===== config.mk =====
export PLATFORM = sky130hd
export DESIGN_NAME = code_symbol_bit_packer
export DESIGN_NICKNAME = d
export VERILOG_FILES = /design/src/hdl/cbp_pkg.sv /design/src/hdl/code_symbol_bit_packer.sv /design/src/hdl/cbp_front.sv /design/src/hdl/cbp_queue.sv /design/src/hdl/cbp_back.sv
export SDC_FILE = /design/constraint.sdc
export NUM_CORES = 1
export LEC_CHECK = 0
export ABC_CLOCK_PERIOD_IN_PS = 6620
export BUFFER_PORTS_ARGS = -buffer_cell sky130_fd_sc_hd__buf_2
export CORE_ASPECT_RATIO = 1.4
export CORE_MARGIN = 8
export CORE_UTILIZATION = 45
export DETAILED_ROUTE_END_ITERATION = 8
export PLACE_DENSITY = 0.68
export SYNTH_ARGS = -nofsm -noshare
export SYNTH_HDL_FRONTEND = slang
export SYNTH_HIERARCHICAL = 1
export SYNTH_SLANG_ARGS = --single-unit

===== constraint.sdc =====
create_clock -name clk -period 6.62 [get_ports clk]
set_input_delay 0.662 -clock clk [delete_from_list [all_inputs] [get_ports clk]]
set_output_delay 0.662 -clock clk [all_outputs]
set_load 0.005 [all_outputs]

===== src/hdl/cbp_pkg.sv =====
// Shared constants for the code/symbol bit packer.
package cbp_pkg;

    // Field widths of one input transaction
    localparam int CODE_W = 16;
    localparam int SYM_W  = 8;
    localparam int LEN_W  = 5;

    // Byte size and accumulator holding width
    localparam int BYTE_BITS = 8;
    localparam int HELD_BITS = 7;
    localparam int CNT_W     = 3;

    // Command codes
    localparam logic CMD_APPEND = 1'b0;
    localparam logic CMD_FLUSH  = 1'b1;

    // Job queue between front and back
    localparam int JOB_DEPTH = 2;
    localparam int JOB_PTR_W = $clog2(JOB_DEPTH);
    localparam int JOB_CNT_W = $clog2(JOB_DEPTH + 1);

endpackage


===== src/hdl/code_symbol_bit_packer.sv =====
// Top level of the LSB-first code/symbol bit packer.
// Usage:
//   Input side is a queue: drive command/code/symbol/code_length and raise push;
//   the transaction is taken on a clock edge where push is high and full is low.
//   command 0 appends the low code_length bits of code (length saturates at
//   MAX_CODE_BITS) and then the 8 symbol bits; command 1 flushes the partial
//   byte, zero padded. Output side is a queue too: while empty is low, out_byte
//   and last show the oldest byte; it is taken when pop is high.
//   Each append yields 1 to 3 bytes, a flush 0 or 1; last marks the final byte
//   of a transaction. The first byte passes the job queue and the back end's job register before it shows.
//   Throughput: the back end drains one byte per cycle while the output is not
//   stalled, so an item holds it until every byte it produces has left.
//   A two-entry job queue lets the front keep accepting while the output
//   stalls; when the receiver stops popping the queue fills and full rises.
//   Reset (rst_n low, asynchronous) empties all queues and clears held bits.
module code_symbol_bit_packer #(
    parameter int MAX_CODE_BITS = 16
) (
    input  logic                          clk,
    input  logic                          rst_n,
    input  logic                          push,
    output logic                          full,
    input  logic                          command,
    input  logic [cbp_pkg::CODE_W-1:0]    code,
    input  logic [cbp_pkg::SYM_W-1:0]     symbol,
    input  logic [cbp_pkg::LEN_W-1:0]     code_length,
    output logic                          empty,
    input  logic                          pop,
    output logic [cbp_pkg::BYTE_BITS-1:0] out_byte,
    output logic                          last
);

    localparam int ACC_W  = cbp_pkg::HELD_BITS + MAX_CODE_BITS + cbp_pkg::BYTE_BITS;
    localparam int MAXB   = ACC_W / cbp_pkg::BYTE_BITS;
    localparam int DATA_W = MAXB * cbp_pkg::BYTE_BITS;
    localparam int NB_W   = $clog2(MAXB + 1);
    localparam int JOB_W  = DATA_W + NB_W;

    logic              accept;
    logic              job_push;
    logic [DATA_W-1:0] f_data;
    logic [NB_W-1:0]   f_bytes;
    logic              q_valid;
    logic              q_pop;
    logic [JOB_W-1:0]  q_rd;

    assign accept = push && !full;

    cbp_front #(
        .MAX_CODE_BITS (MAX_CODE_BITS),
        .DATA_W        (DATA_W),
        .NB_W          (NB_W)
    ) u_front (
        .clk         (clk),
        .rst_n       (rst_n),
        .accept      (accept),
        .command     (command),
        .code        (code),
        .symbol      (symbol),
        .code_length (code_length),
        .job_push    (job_push),
        .job_data    (f_data),
        .job_bytes   (f_bytes)
    );

    cbp_queue #(
        .W (JOB_W)
    ) u_queue (
        .clk     (clk),
        .rst_n   (rst_n),
        .wr_en   (job_push),
        .wr_data ({f_bytes, f_data}),
        .q_full  (full),
        .q_valid (q_valid),
        .rd_en   (q_pop),
        .rd_data (q_rd)
    );

    cbp_back #(
        .DATA_W (DATA_W),
        .NB_W   (NB_W)
    ) u_back (
        .clk       (clk),
        .rst_n     (rst_n),
        .job_valid (q_valid),
        .job_data  (q_rd[DATA_W-1:0]),
        .job_bytes (q_rd[JOB_W-1:DATA_W]),
        .job_pop   (q_pop),
        .empty     (empty),
        .pop       (pop),
        .out_byte  (out_byte),
        .last      (last)
    );

endmodule


===== src/hdl/cbp_front.sv =====
// Front end: merges each transaction into the bit accumulator and issues byte jobs.
module cbp_front #(
    parameter int MAX_CODE_BITS = 16,
    parameter int DATA_W        = 24,
    parameter int NB_W          = 2
) (
    input  logic                        clk,
    input  logic                        rst_n,
    input  logic                        accept,
    input  logic                        command,
    input  logic [cbp_pkg::CODE_W-1:0]  code,
    input  logic [cbp_pkg::SYM_W-1:0]   symbol,
    input  logic [cbp_pkg::LEN_W-1:0]   code_length,
    output logic                        job_push,
    output logic [DATA_W-1:0]           job_data,
    output logic [NB_W-1:0]             job_bytes
);

    localparam int ACC_W = cbp_pkg::HELD_BITS + MAX_CODE_BITS + cbp_pkg::BYTE_BITS;
    localparam int N_W   = $clog2(ACC_W + 1);
    localparam int SH_W  = NB_W + 3;

    logic [cbp_pkg::HELD_BITS-1:0] held_reg, held_next;
    logic [cbp_pkg::CNT_W-1:0]     cnt_reg, cnt_next;

    logic [cbp_pkg::LEN_W-1:0]     len_sat;
    logic [cbp_pkg::CODE_W:0]      mask_wide;
    logic [cbp_pkg::CODE_W-1:0]    code_m;
    logic [ACC_W-1:0]              acc;
    logic [N_W-1:0]                sym_pos;
    logic [N_W-1:0]                n_total;
    logic [NB_W-1:0]               nb_append;
    logic [SH_W-1:0]               drop_bits;
    logic [ACC_W-1:0]              acc_rest;

    // Append path: saturate length, mask code, merge into accumulator
    always_comb
    begin
        if (code_length > cbp_pkg::LEN_W'(MAX_CODE_BITS))
            len_sat = cbp_pkg::LEN_W'(MAX_CODE_BITS);
        else
            len_sat = code_length;
        mask_wide = ~({(cbp_pkg::CODE_W + 1){1'b1}} << len_sat);
        code_m    = code & mask_wide[cbp_pkg::CODE_W-1:0];
        sym_pos   = N_W'(cnt_reg) + N_W'(len_sat);
        n_total   = sym_pos + N_W'(cbp_pkg::BYTE_BITS);
        acc       = ACC_W'(held_reg)
                  | (ACC_W'(code_m) << cnt_reg)
                  | (ACC_W'(symbol) << sym_pos);
        nb_append = NB_W'(n_total >> 3);
        drop_bits = {nb_append, 3'b000};
        acc_rest  = acc >> drop_bits;
    end

    // Job select and next accumulator state
    always_comb
    begin
        held_next = held_reg;
        cnt_next  = cnt_reg;
        job_push  = 1'b0;
        job_data  = acc[DATA_W-1:0];
        job_bytes = nb_append;
        if (command == cbp_pkg::CMD_FLUSH)
        begin
            job_data  = DATA_W'(held_reg);
            job_bytes = (cnt_reg != '0) ? NB_W'(1) : '0;
            if (accept)
            begin
                job_push  = (cnt_reg != '0);
                held_next = '0;
                cnt_next  = '0;
            end
        end
        else if (accept)
        begin
            job_push  = (nb_append != '0);
            held_next = acc_rest[cbp_pkg::HELD_BITS-1:0];
            cnt_next  = n_total[cbp_pkg::CNT_W-1:0];
        end
    end

    // Held bits and count
    always_ff @(posedge clk or negedge rst_n)
    begin
        if (!rst_n)
        begin
            held_reg <= '0;
            cnt_reg  <= '0;
        end
        else
        begin
            held_reg <= held_next;
            cnt_reg  <= cnt_next;
        end
    end

endmodule


===== src/hdl/cbp_queue.sv =====
// Short job queue that decouples the front end from the byte drain.
module cbp_queue #(
    parameter int W = 26
) (
    input  logic         clk,
    input  logic         rst_n,
    input  logic         wr_en,
    input  logic [W-1:0] wr_data,
    output logic         q_full,
    output logic         q_valid,
    input  logic         rd_en,
    output logic [W-1:0] rd_data
);

    logic [W-1:0]                   mem_reg [cbp_pkg::JOB_DEPTH];
    logic [cbp_pkg::JOB_PTR_W-1:0]  wr_ptr_reg, wr_ptr_next;
    logic [cbp_pkg::JOB_PTR_W-1:0]  rd_ptr_reg, rd_ptr_next;
    logic [cbp_pkg::JOB_CNT_W-1:0]  cnt_reg, cnt_next;
    logic                           do_wr, do_rd;

    assign q_full  = (cnt_reg == cbp_pkg::JOB_CNT_W'(cbp_pkg::JOB_DEPTH));
    assign q_valid = (cnt_reg != '0);
    assign rd_data = mem_reg[rd_ptr_reg];
    assign do_wr   = wr_en && !q_full;
    assign do_rd   = rd_en && q_valid;

    // Pointer and occupancy update
    always_comb
    begin
        wr_ptr_next = wr_ptr_reg;
        rd_ptr_next = rd_ptr_reg;
        cnt_next    = cnt_reg;
        if (do_wr)
            wr_ptr_next = (wr_ptr_reg == cbp_pkg::JOB_PTR_W'(cbp_pkg::JOB_DEPTH - 1))
                        ? '0 : wr_ptr_reg + 1'b1;
        if (do_rd)
            rd_ptr_next = (rd_ptr_reg == cbp_pkg::JOB_PTR_W'(cbp_pkg::JOB_DEPTH - 1))
                        ? '0 : rd_ptr_reg + 1'b1;
        if (do_wr && !do_rd)
            cnt_next = cnt_reg + 1'b1;
        else if (do_rd && !do_wr)
            cnt_next = cnt_reg - 1'b1;
    end

    always_ff @(posedge clk or negedge rst_n)
    begin
        if (!rst_n)
        begin
            wr_ptr_reg <= '0;
            rd_ptr_reg <= '0;
            cnt_reg    <= '0;
        end
        else
        begin
            wr_ptr_reg <= wr_ptr_next;
            rd_ptr_reg <= rd_ptr_next;
            cnt_reg    <= cnt_next;
        end
    end

    // Storage, no reset needed
    always_ff @(posedge clk)
    begin
        if (do_wr)
            mem_reg[wr_ptr_reg] <= wr_data;
    end

endmodule


===== src/hdl/cbp_back.sv =====
// Back end: drains the job one byte per cycle to the output register unless it stalls.
module cbp_back #(
    parameter int DATA_W = 24,
    parameter int NB_W   = 2
) (
    input  logic                          clk,
    input  logic                          rst_n,
    input  logic                          job_valid,
    input  logic [DATA_W-1:0]             job_data,
    input  logic [NB_W-1:0]               job_bytes,
    output logic                          job_pop,
    output logic                          empty,
    input  logic                          pop,
    output logic [cbp_pkg::BYTE_BITS-1:0] out_byte,
    output logic                          last
);

    logic [DATA_W-1:0]             data_reg, data_next;
    logic [NB_W-1:0]               left_reg, left_next;
    logic                          ovalid_reg, ovalid_next;
    logic [cbp_pkg::BYTE_BITS-1:0] obyte_reg, obyte_next;
    logic                          olast_reg, olast_next;
    logic                          advance;

    assign empty    = !ovalid_reg;
    assign out_byte = obyte_reg;
    assign last     = olast_reg;

    // Move a byte when the output slot is free or being taken this cycle
    always_comb
    begin
        advance     = (left_reg != '0) && (!ovalid_reg || pop);
        job_pop     = job_valid && ((left_reg == '0) || (advance && left_reg == NB_W'(1)));
        data_next   = data_reg;
        left_next   = left_reg;
        obyte_next  = obyte_reg;
        olast_next  = olast_reg;
        ovalid_next = ovalid_reg;
        if (pop && ovalid_reg)
            ovalid_next = 1'b0;
        if (advance)
        begin
            obyte_next  = data_reg[cbp_pkg::BYTE_BITS-1:0];
            olast_next  = (left_reg == NB_W'(1));
            ovalid_next = 1'b1;
            data_next   = data_reg >> cbp_pkg::BYTE_BITS;
            left_next   = left_reg - 1'b1;
        end
        if (job_pop)
        begin
            data_next = job_data;
            left_next = job_bytes;
        end
    end

    always_ff @(posedge clk or negedge rst_n)
    begin
        if (!rst_n)
        begin
            left_reg   <= '0;
            ovalid_reg <= 1'b0;
        end
        else
        begin
            left_reg   <= left_next;
            ovalid_reg <= ovalid_next;
        end
    end

    // Payload registers
    always_ff @(posedge clk)
    begin
        data_reg  <= data_next;
        obyte_reg <= obyte_next;
        olast_reg <= olast_next;
    end

endmodule

# After elaboration in Yosys (flattened, before gate mapping)
# Memories as Yosys holds them, arrays and structs flattened.
# Index checks and enable logic that the tools add are counted.
# totals
ff_bits	50
latch_bits	0
ramBits	52
romBits	0
in_bits	34
output_inout_bits	11
wordCells	77
mem_count	1
# mem_list
name	depth	word_bits	rd	rd_clocked_by_memory_dff	wr	line_no	source
u_queue.mem_reg	2	26	1	0	1	cbp_queue.sv:15	logic [W-1:0] mem_reg [cbp_pkg::JOB_DEPTH];
# op_classes
n_addsub	7
n_mul	0
n_div	0
magnitude_cmp	1
n_eq_ne	2
n_shift	4
n_mux	25
n_bitwise	4
reduce_logical	23
# op_table
operator	n
2-to-1 mux 24 bit	3
bitwise OR 31 bit	1
bitwise OR 7 x 31 -> 31 bit	1
<< shifter 16 x 3 -> 31 bit	1
<< shifter 8 x 5 -> 31 bit	1
right shift 31 x 5 -> 7 bit	1
2-to-1 mux 7 bit	3
<< shifter 17 x 5 -> 16 bit (first input constant)	1
bitwise AND 16 bit	1
inverter 16 bit	1
nonzero test 2 bit	6
2-to-1 mux 1 bit	10
2-to-1 mux 2 bit	5
logical AND 1 bit	9
2-to-1 mux 3 bit	3
adder 3 x 5 -> 5 bit	1
adder 5 x 4 -> 5 bit (second input constant)	1
> comparator 5 bit (second input constant)	1
2-to-1 mux 5 bit	1
zero test 1 bit	4
subtractor 2 x 1 -> 2 bit (second input constant)	2
nonzero test 3 bit	1
adder 1 bit (second input constant)	2
adder 2 x 1 -> 2 bit (second input constant)	1
other kinds (4)	5

# Logic depth before layout (Yosys ltp)
# logic_depth
word_depth	12
mapped_depth	20
ltp_nobuf	16

# Cells and area by module
# The synthesis kept the hierarchy.
# modules_own_cells
mod	instances	cells_each	area_each_um2	seq_area_each_um2
cbp_front	1	383	2695.1	250.2
cbp_queue	1	100	2177.1	1661.6
cbp_back	1	78	1500.2	1066.0
code_symbol_bit_packer	1	1	13.8	0.0

# Worst setup path before layout
# OpenSTA, ideal clock, no wires.
# synth_path
path_type	input to register
start	input code_length[2] in the netlist's numbering
end	memory u_queue.mem_reg[0][0], enable pin
setup_time_ns	0.409
arrival_time_ns	4.064
t_required_ns	6.211
path_slack_ns	2.147
stages	15
n_path_buf	4
path_cell_list	clkbuf_1 -> nor2b_1 -> ha_1 -> and4b_1 -> a221oi_1 -> and3_1 -> buf_2 -> inv_4 -> buf_4 -> buf_4 -> ha_1 -> nand2b_1 -> and3_1 -> nand2_1 -> nor2_1
# synth_between
elab_chain_len	10
# synth_rtl
element	line_no	source
from (decl)	code_symbol_bit_packer.sv:26	input logic [cbp_pkg::LEN_W-1:0] code_length,
> comparator 5 bit	cbp_front.sv:39	if (code_length > cbp_pkg::LEN_W'(MAX_CODE_BITS))
2-to-1 mux 5 bit *	cbp_front.sv:39	
adder 3 x 5 -> 5 bit *	cbp_front.sv:45	sym_pos = N_W'(cnt_reg) + N_W'(len_sat);
adder 5 x 4 -> 5 bit *	cbp_front.sv:46	n_total = sym_pos + N_W'(cbp_pkg::BYTE_BITS);
nonzero test 2 bit *	cbp_front.sv:76	job_push = (nb_append != '0);
2-to-1 mux 1 bit *	cbp_front.sv:74	else if (accept)
2-to-1 mux 1 bit *	cbp_front.sv:63	if (command == cbp_pkg::CMD_FLUSH)
named net job_push	code_symbol_bit_packer.sv:40	logic job_push;
logical AND 1 bit *	cbp_queue.sv:24	assign do_wr = wr_en && !q_full;
2-to-1 mux 1 bit *	cbp_queue.sv:64	if (do_wr)
2-to-1 mux 1 bit (implied by the code) *	cbp_queue.sv:65	mem_reg[wr_ptr_reg] <= wr_data;
to (decl)	cbp_queue.sv:15	
# The timed path passes the listed nets; every way through them passes the cells marked *.

# Final worst setup path
# layout_path
start	input code_length[4] in the netlist's numbering
end	memory u_queue.mem_reg[1][9], enable pin
# Same word-level chain as after synthesis.

==> results.py <==
metrics = {
    "synth": {
        "synth_top_cell_by_area": "edfxtp_1",
        "synth-compound-area-share_pct": 14.8,
        "synth-seq-cells": 102,
        "synth_adder_area_share_pct": 1.18,
        "syn_inst": 562,
        "synth-edff-count": 85,
        "synth_common_cells": "85 x edfxtp_1, 38 x nand2_1, 30 x mux2_4",
        "async_reset_ff_share_pct": 16.7,
        "synthSimpleGateAreaFrac_pct": 14.2,
        "syn_nets": 602,
        "yosysMostFrequentCell": "edfxtp_1",
        "synth_top_family_by_area": "multiplexers",
        "synth.area.top_cells": "edfxtp_1 40%, mux2_4 7.1%, dfrtp_1 6.7%",
        "syn_area_sq_um": 6390,
        "yosys-mux-area-fraction_pct": 16.7,
        "synth_top_flop_cell": "edfxtp_1",
        "synth.avg_cell_area_sq_um": 11.4,
        "yosysUniqueCellTypes": 78,
        "ys_seq_area_share_pct": 46.6,
        "synth-xor-area-share_pct": 1.35,
        "synth_top_area_share_pct": 40.0,
        "synth_warnings": 6,
    },
    "sta": {
        "slew_headroom_pct": 19.2,
        "hold_violations": 0,
        "fin_crit_sh_pct": 67.3,
        "drv_slew": 0,
        "tightest_slew_ns": 1.21,
        "setup_viol": 0,
        "min_period_ns": 4.46,
        "timing.fmax_mhz": 224,
        "finalClockSkew_ns": 0.00593,
        "tns_ns": 0,
        "rsz0062_at_grt": "no",
    },
    "layout": {
        "fillCellCount": 1316,
        "diodes": 0,
        "drive_gt1_share_pct": 23.4,
        "nNetsFinal": 624,
        "largest_register_ffs": 52,
        "area_delta_synth_final_pct": 8.39,
        "finalNonFillerCells": 774,
    },
    "placement": {
        "hpwl_mm": 12.1,
        "placedCellCount": 758,
        "routabilityCongestion": 0.953,
        "port_buffers": 44,
    },
    "worst_hold_path": {
        "min_path_type": "in -> async",
    },
    "setup_path": {
        "start_kind": "primary input",
        "worst_r2r_startpoint": "u_front/cnt_reg[1]$_DFFE_PN0P_",
        "r2r-end": "u_queue/mem_reg[1][9]$_DFFE_PP_",
        "cp.required_ns": 6.57,
        "worstSetupPathType": "in -> reg",
        "rr_worst_depth": 11,
        "cp.arrival_ns": 4.40,
        "r2r_slack_ns": 2.18,
        "crit_path_end_kind": "flip-flop",
        "cp_max_fo": 27,
    },
    "global_route": {
        "grt_pass1_wl_mm": 25.5,
        "grt_overflow": 0,
        "grt_usage_pct": 18.1,
        "grt_pass1_vias": 4779,
        "grt_antenna_before_repair": 0,
        "grt_max_degree": 36,
    },
    "power_and_ir_drop": {
        "p_sw_share_pct": 39.1,
        "ir_worst_vdd_uv": 232,
        "seq_power_share_pct": 33.4,
        "p_int_mw": 2.05,
        "power.leakage_nw": 2.62,
        "combPwrFrac_pct": 51.5,
        "p_per_area_nw_per_um2": 485,
        "p_clk_share_pct": 15.1,
        "p_switching_mw": 1.31,
    },
    "drt": {
        "drt-total-wl_mm": 16.1,
        "vias_per_cell": 6.10,
        "drt_iter0_markers": 366,
        "ant_nets": 0,
        "via_count": 4718,
        "drc_errors": 0,
        "dr.pass1.iters": 5,
        "wl_per_cell_microns": 20.8,
    },
    "clock_tree": {
        "cts_root_buffer": "clkbuf_16",
        "clock_path_buffers": 2,
        "clk_latency_ns": 0.34,
        "cts_buffers": 9,
        "clk_pin_slew_ns": 0.07,
        "post_cts_resized": 0,
        "cts.sinks": 102,
        "cts_tree": "done",
        "post_cts_buffers": 0,
        "htree_levels": 3,
        "holdBufCountCts": 0,
    },
    "floorplanning": {
        "io_pins": 45,
        "dieArea_sq_um": 18300,
        "rows": 51,
        "die_h_microns": 157,
        "core_sq_um": 13900,
        "start_util_pct": 45.9,
        "die_w_microns": 117,
    },
    "run_status": {
        "status": "finished, final reports clean",
    },
    "flow_run": {
        "max-cap-violations": 0,
    },
}
[per-layer routing]
metal / part of all wire, % / global-route usage (%)
met3: 4.0 / 2.72
met2: 51 / 31.8
met4: 6.4 / 13.0
met1: 38 / 19.3
met5: 0 / 0
[per-stage QoR]
step / setup slack [ns] / total power, mW / area, sq um / hold slack [ns] / util, %
6_report: 2.16 / 3.36 / 6920 / 0.284 / 49.8
5_1_grt: 1.83 / 3.56 / 6920 / 0.302 / 49.8
4_1_cts: 2.18 / 3.37 / 6920 / 0.289 / 49.8
3_5_place_dp: 1.87 / 2.85 / 6630 / 0.411 / 47.7
3_3_place_gp: 1.97 / 2.82 / 6630 / 0.413 / 47.7
2_1_floorplan: 2.15 / 2.47 / 6390 / 0.366 / -
[cell families (layout without fill, tap and decap cells)]
group,after synthesis,in the layout
AOI/OAI and AO/OA,138,138
xor gates and xnor gates,9,9
buffers and inverters,56,83
and+or+nand+nor,167,167
adders and majority gates,6,6
muxes,84,84
DFF,102,102
[power groups by stage]
stage | Sequential (mW) | Combinational [mW] | Clock, mW
CTS | 1.13 | 1.72 | 0.518
global placement | 1.13 | 1.69 | 0
finish | 1.12 | 1.73 | 0.506
global route | 1.14 | 1.87 | 0.542
floorplan | 1.12 | 1.35 | 0
detailed placement | 1.14 | 1.71 | 0
[worst max-delay path: stages]
cell	delay, ns
buf_2	0.34
nor2b_1	0.10
ha_1	0.36
and4b_1	0.23
a221oi_1	0.22
and3_1	0.69
inv_4	0.28
ha_1	0.29
nand2b_1	0.06
and3_1	0.17
and3_1	0.96
[cells in the final DEF (no fill, tap or decap), types with 7 or more instances in the layout]
cell and instances:
edfxtp_1 85, buf_2 44, nand2_1 38, mux2_4 30, a21oi_1 25, mux2_2 23
mux2i_1 23, nor2_1 22, dfrtp_1 17, o21ai_0 17, o22ai_1 17, nand3_1 15
nand2b_1 14, inv_1 13, nor3_1 11, and2_1 10, clkbuf_16 9, a211oi_1 9
buf_4 8, nor2b_1 8, or3_1 7, nor4_1 7, o21ai_1 7
[cell type report]
| type | count | area (sq um) | area share, % |
|---|---|---|---|
| sequential | 102 | 2980 | 43.0 |
| tap | 185 | 231 | 3.34 |
| clock inverter | 7 | 65.1 | 0.940 |
| clock buffer | 9 | 225 | 3.25 |
| timing repair buffer | 52 | 280 | 4.05 |
| inverter | 15 | 58.8 | 0.850 |
| multi-input combinational | 404 | 3080 | 44.5 |
[worst max path at each step]
stage | from | to | slack (ns) | depth (start not counted)
floorplan | code_length[2] | u_queue/mem_reg[0][0]$_DFFE_PP_ | 2.15 | 15
global placement | code_length[4] | u_queue/mem_reg[1][7]$_DFFE_PP_ | 1.97 | 11
detailed placement | code_length[4] | u_queue/mem_reg[1][22]$_DFFE_PP_ | 1.87 | 11
CTS | u_front/cnt_reg[1]$_DFFE_PN0P_ | u_queue/mem_reg[1][9]$_DFFE_PP_ | 2.18 | 11
global route | u_front/cnt_reg[1]$_DFFE_PN0P_ | u_queue/mem_reg[1][17]$_DFFE_PP_ | 1.83 | 11
finish | code_length[4] | u_queue/mem_reg[1][9]$_DFFE_PP_ | 2.16 | 11
(Power assumes the default switching activity.)
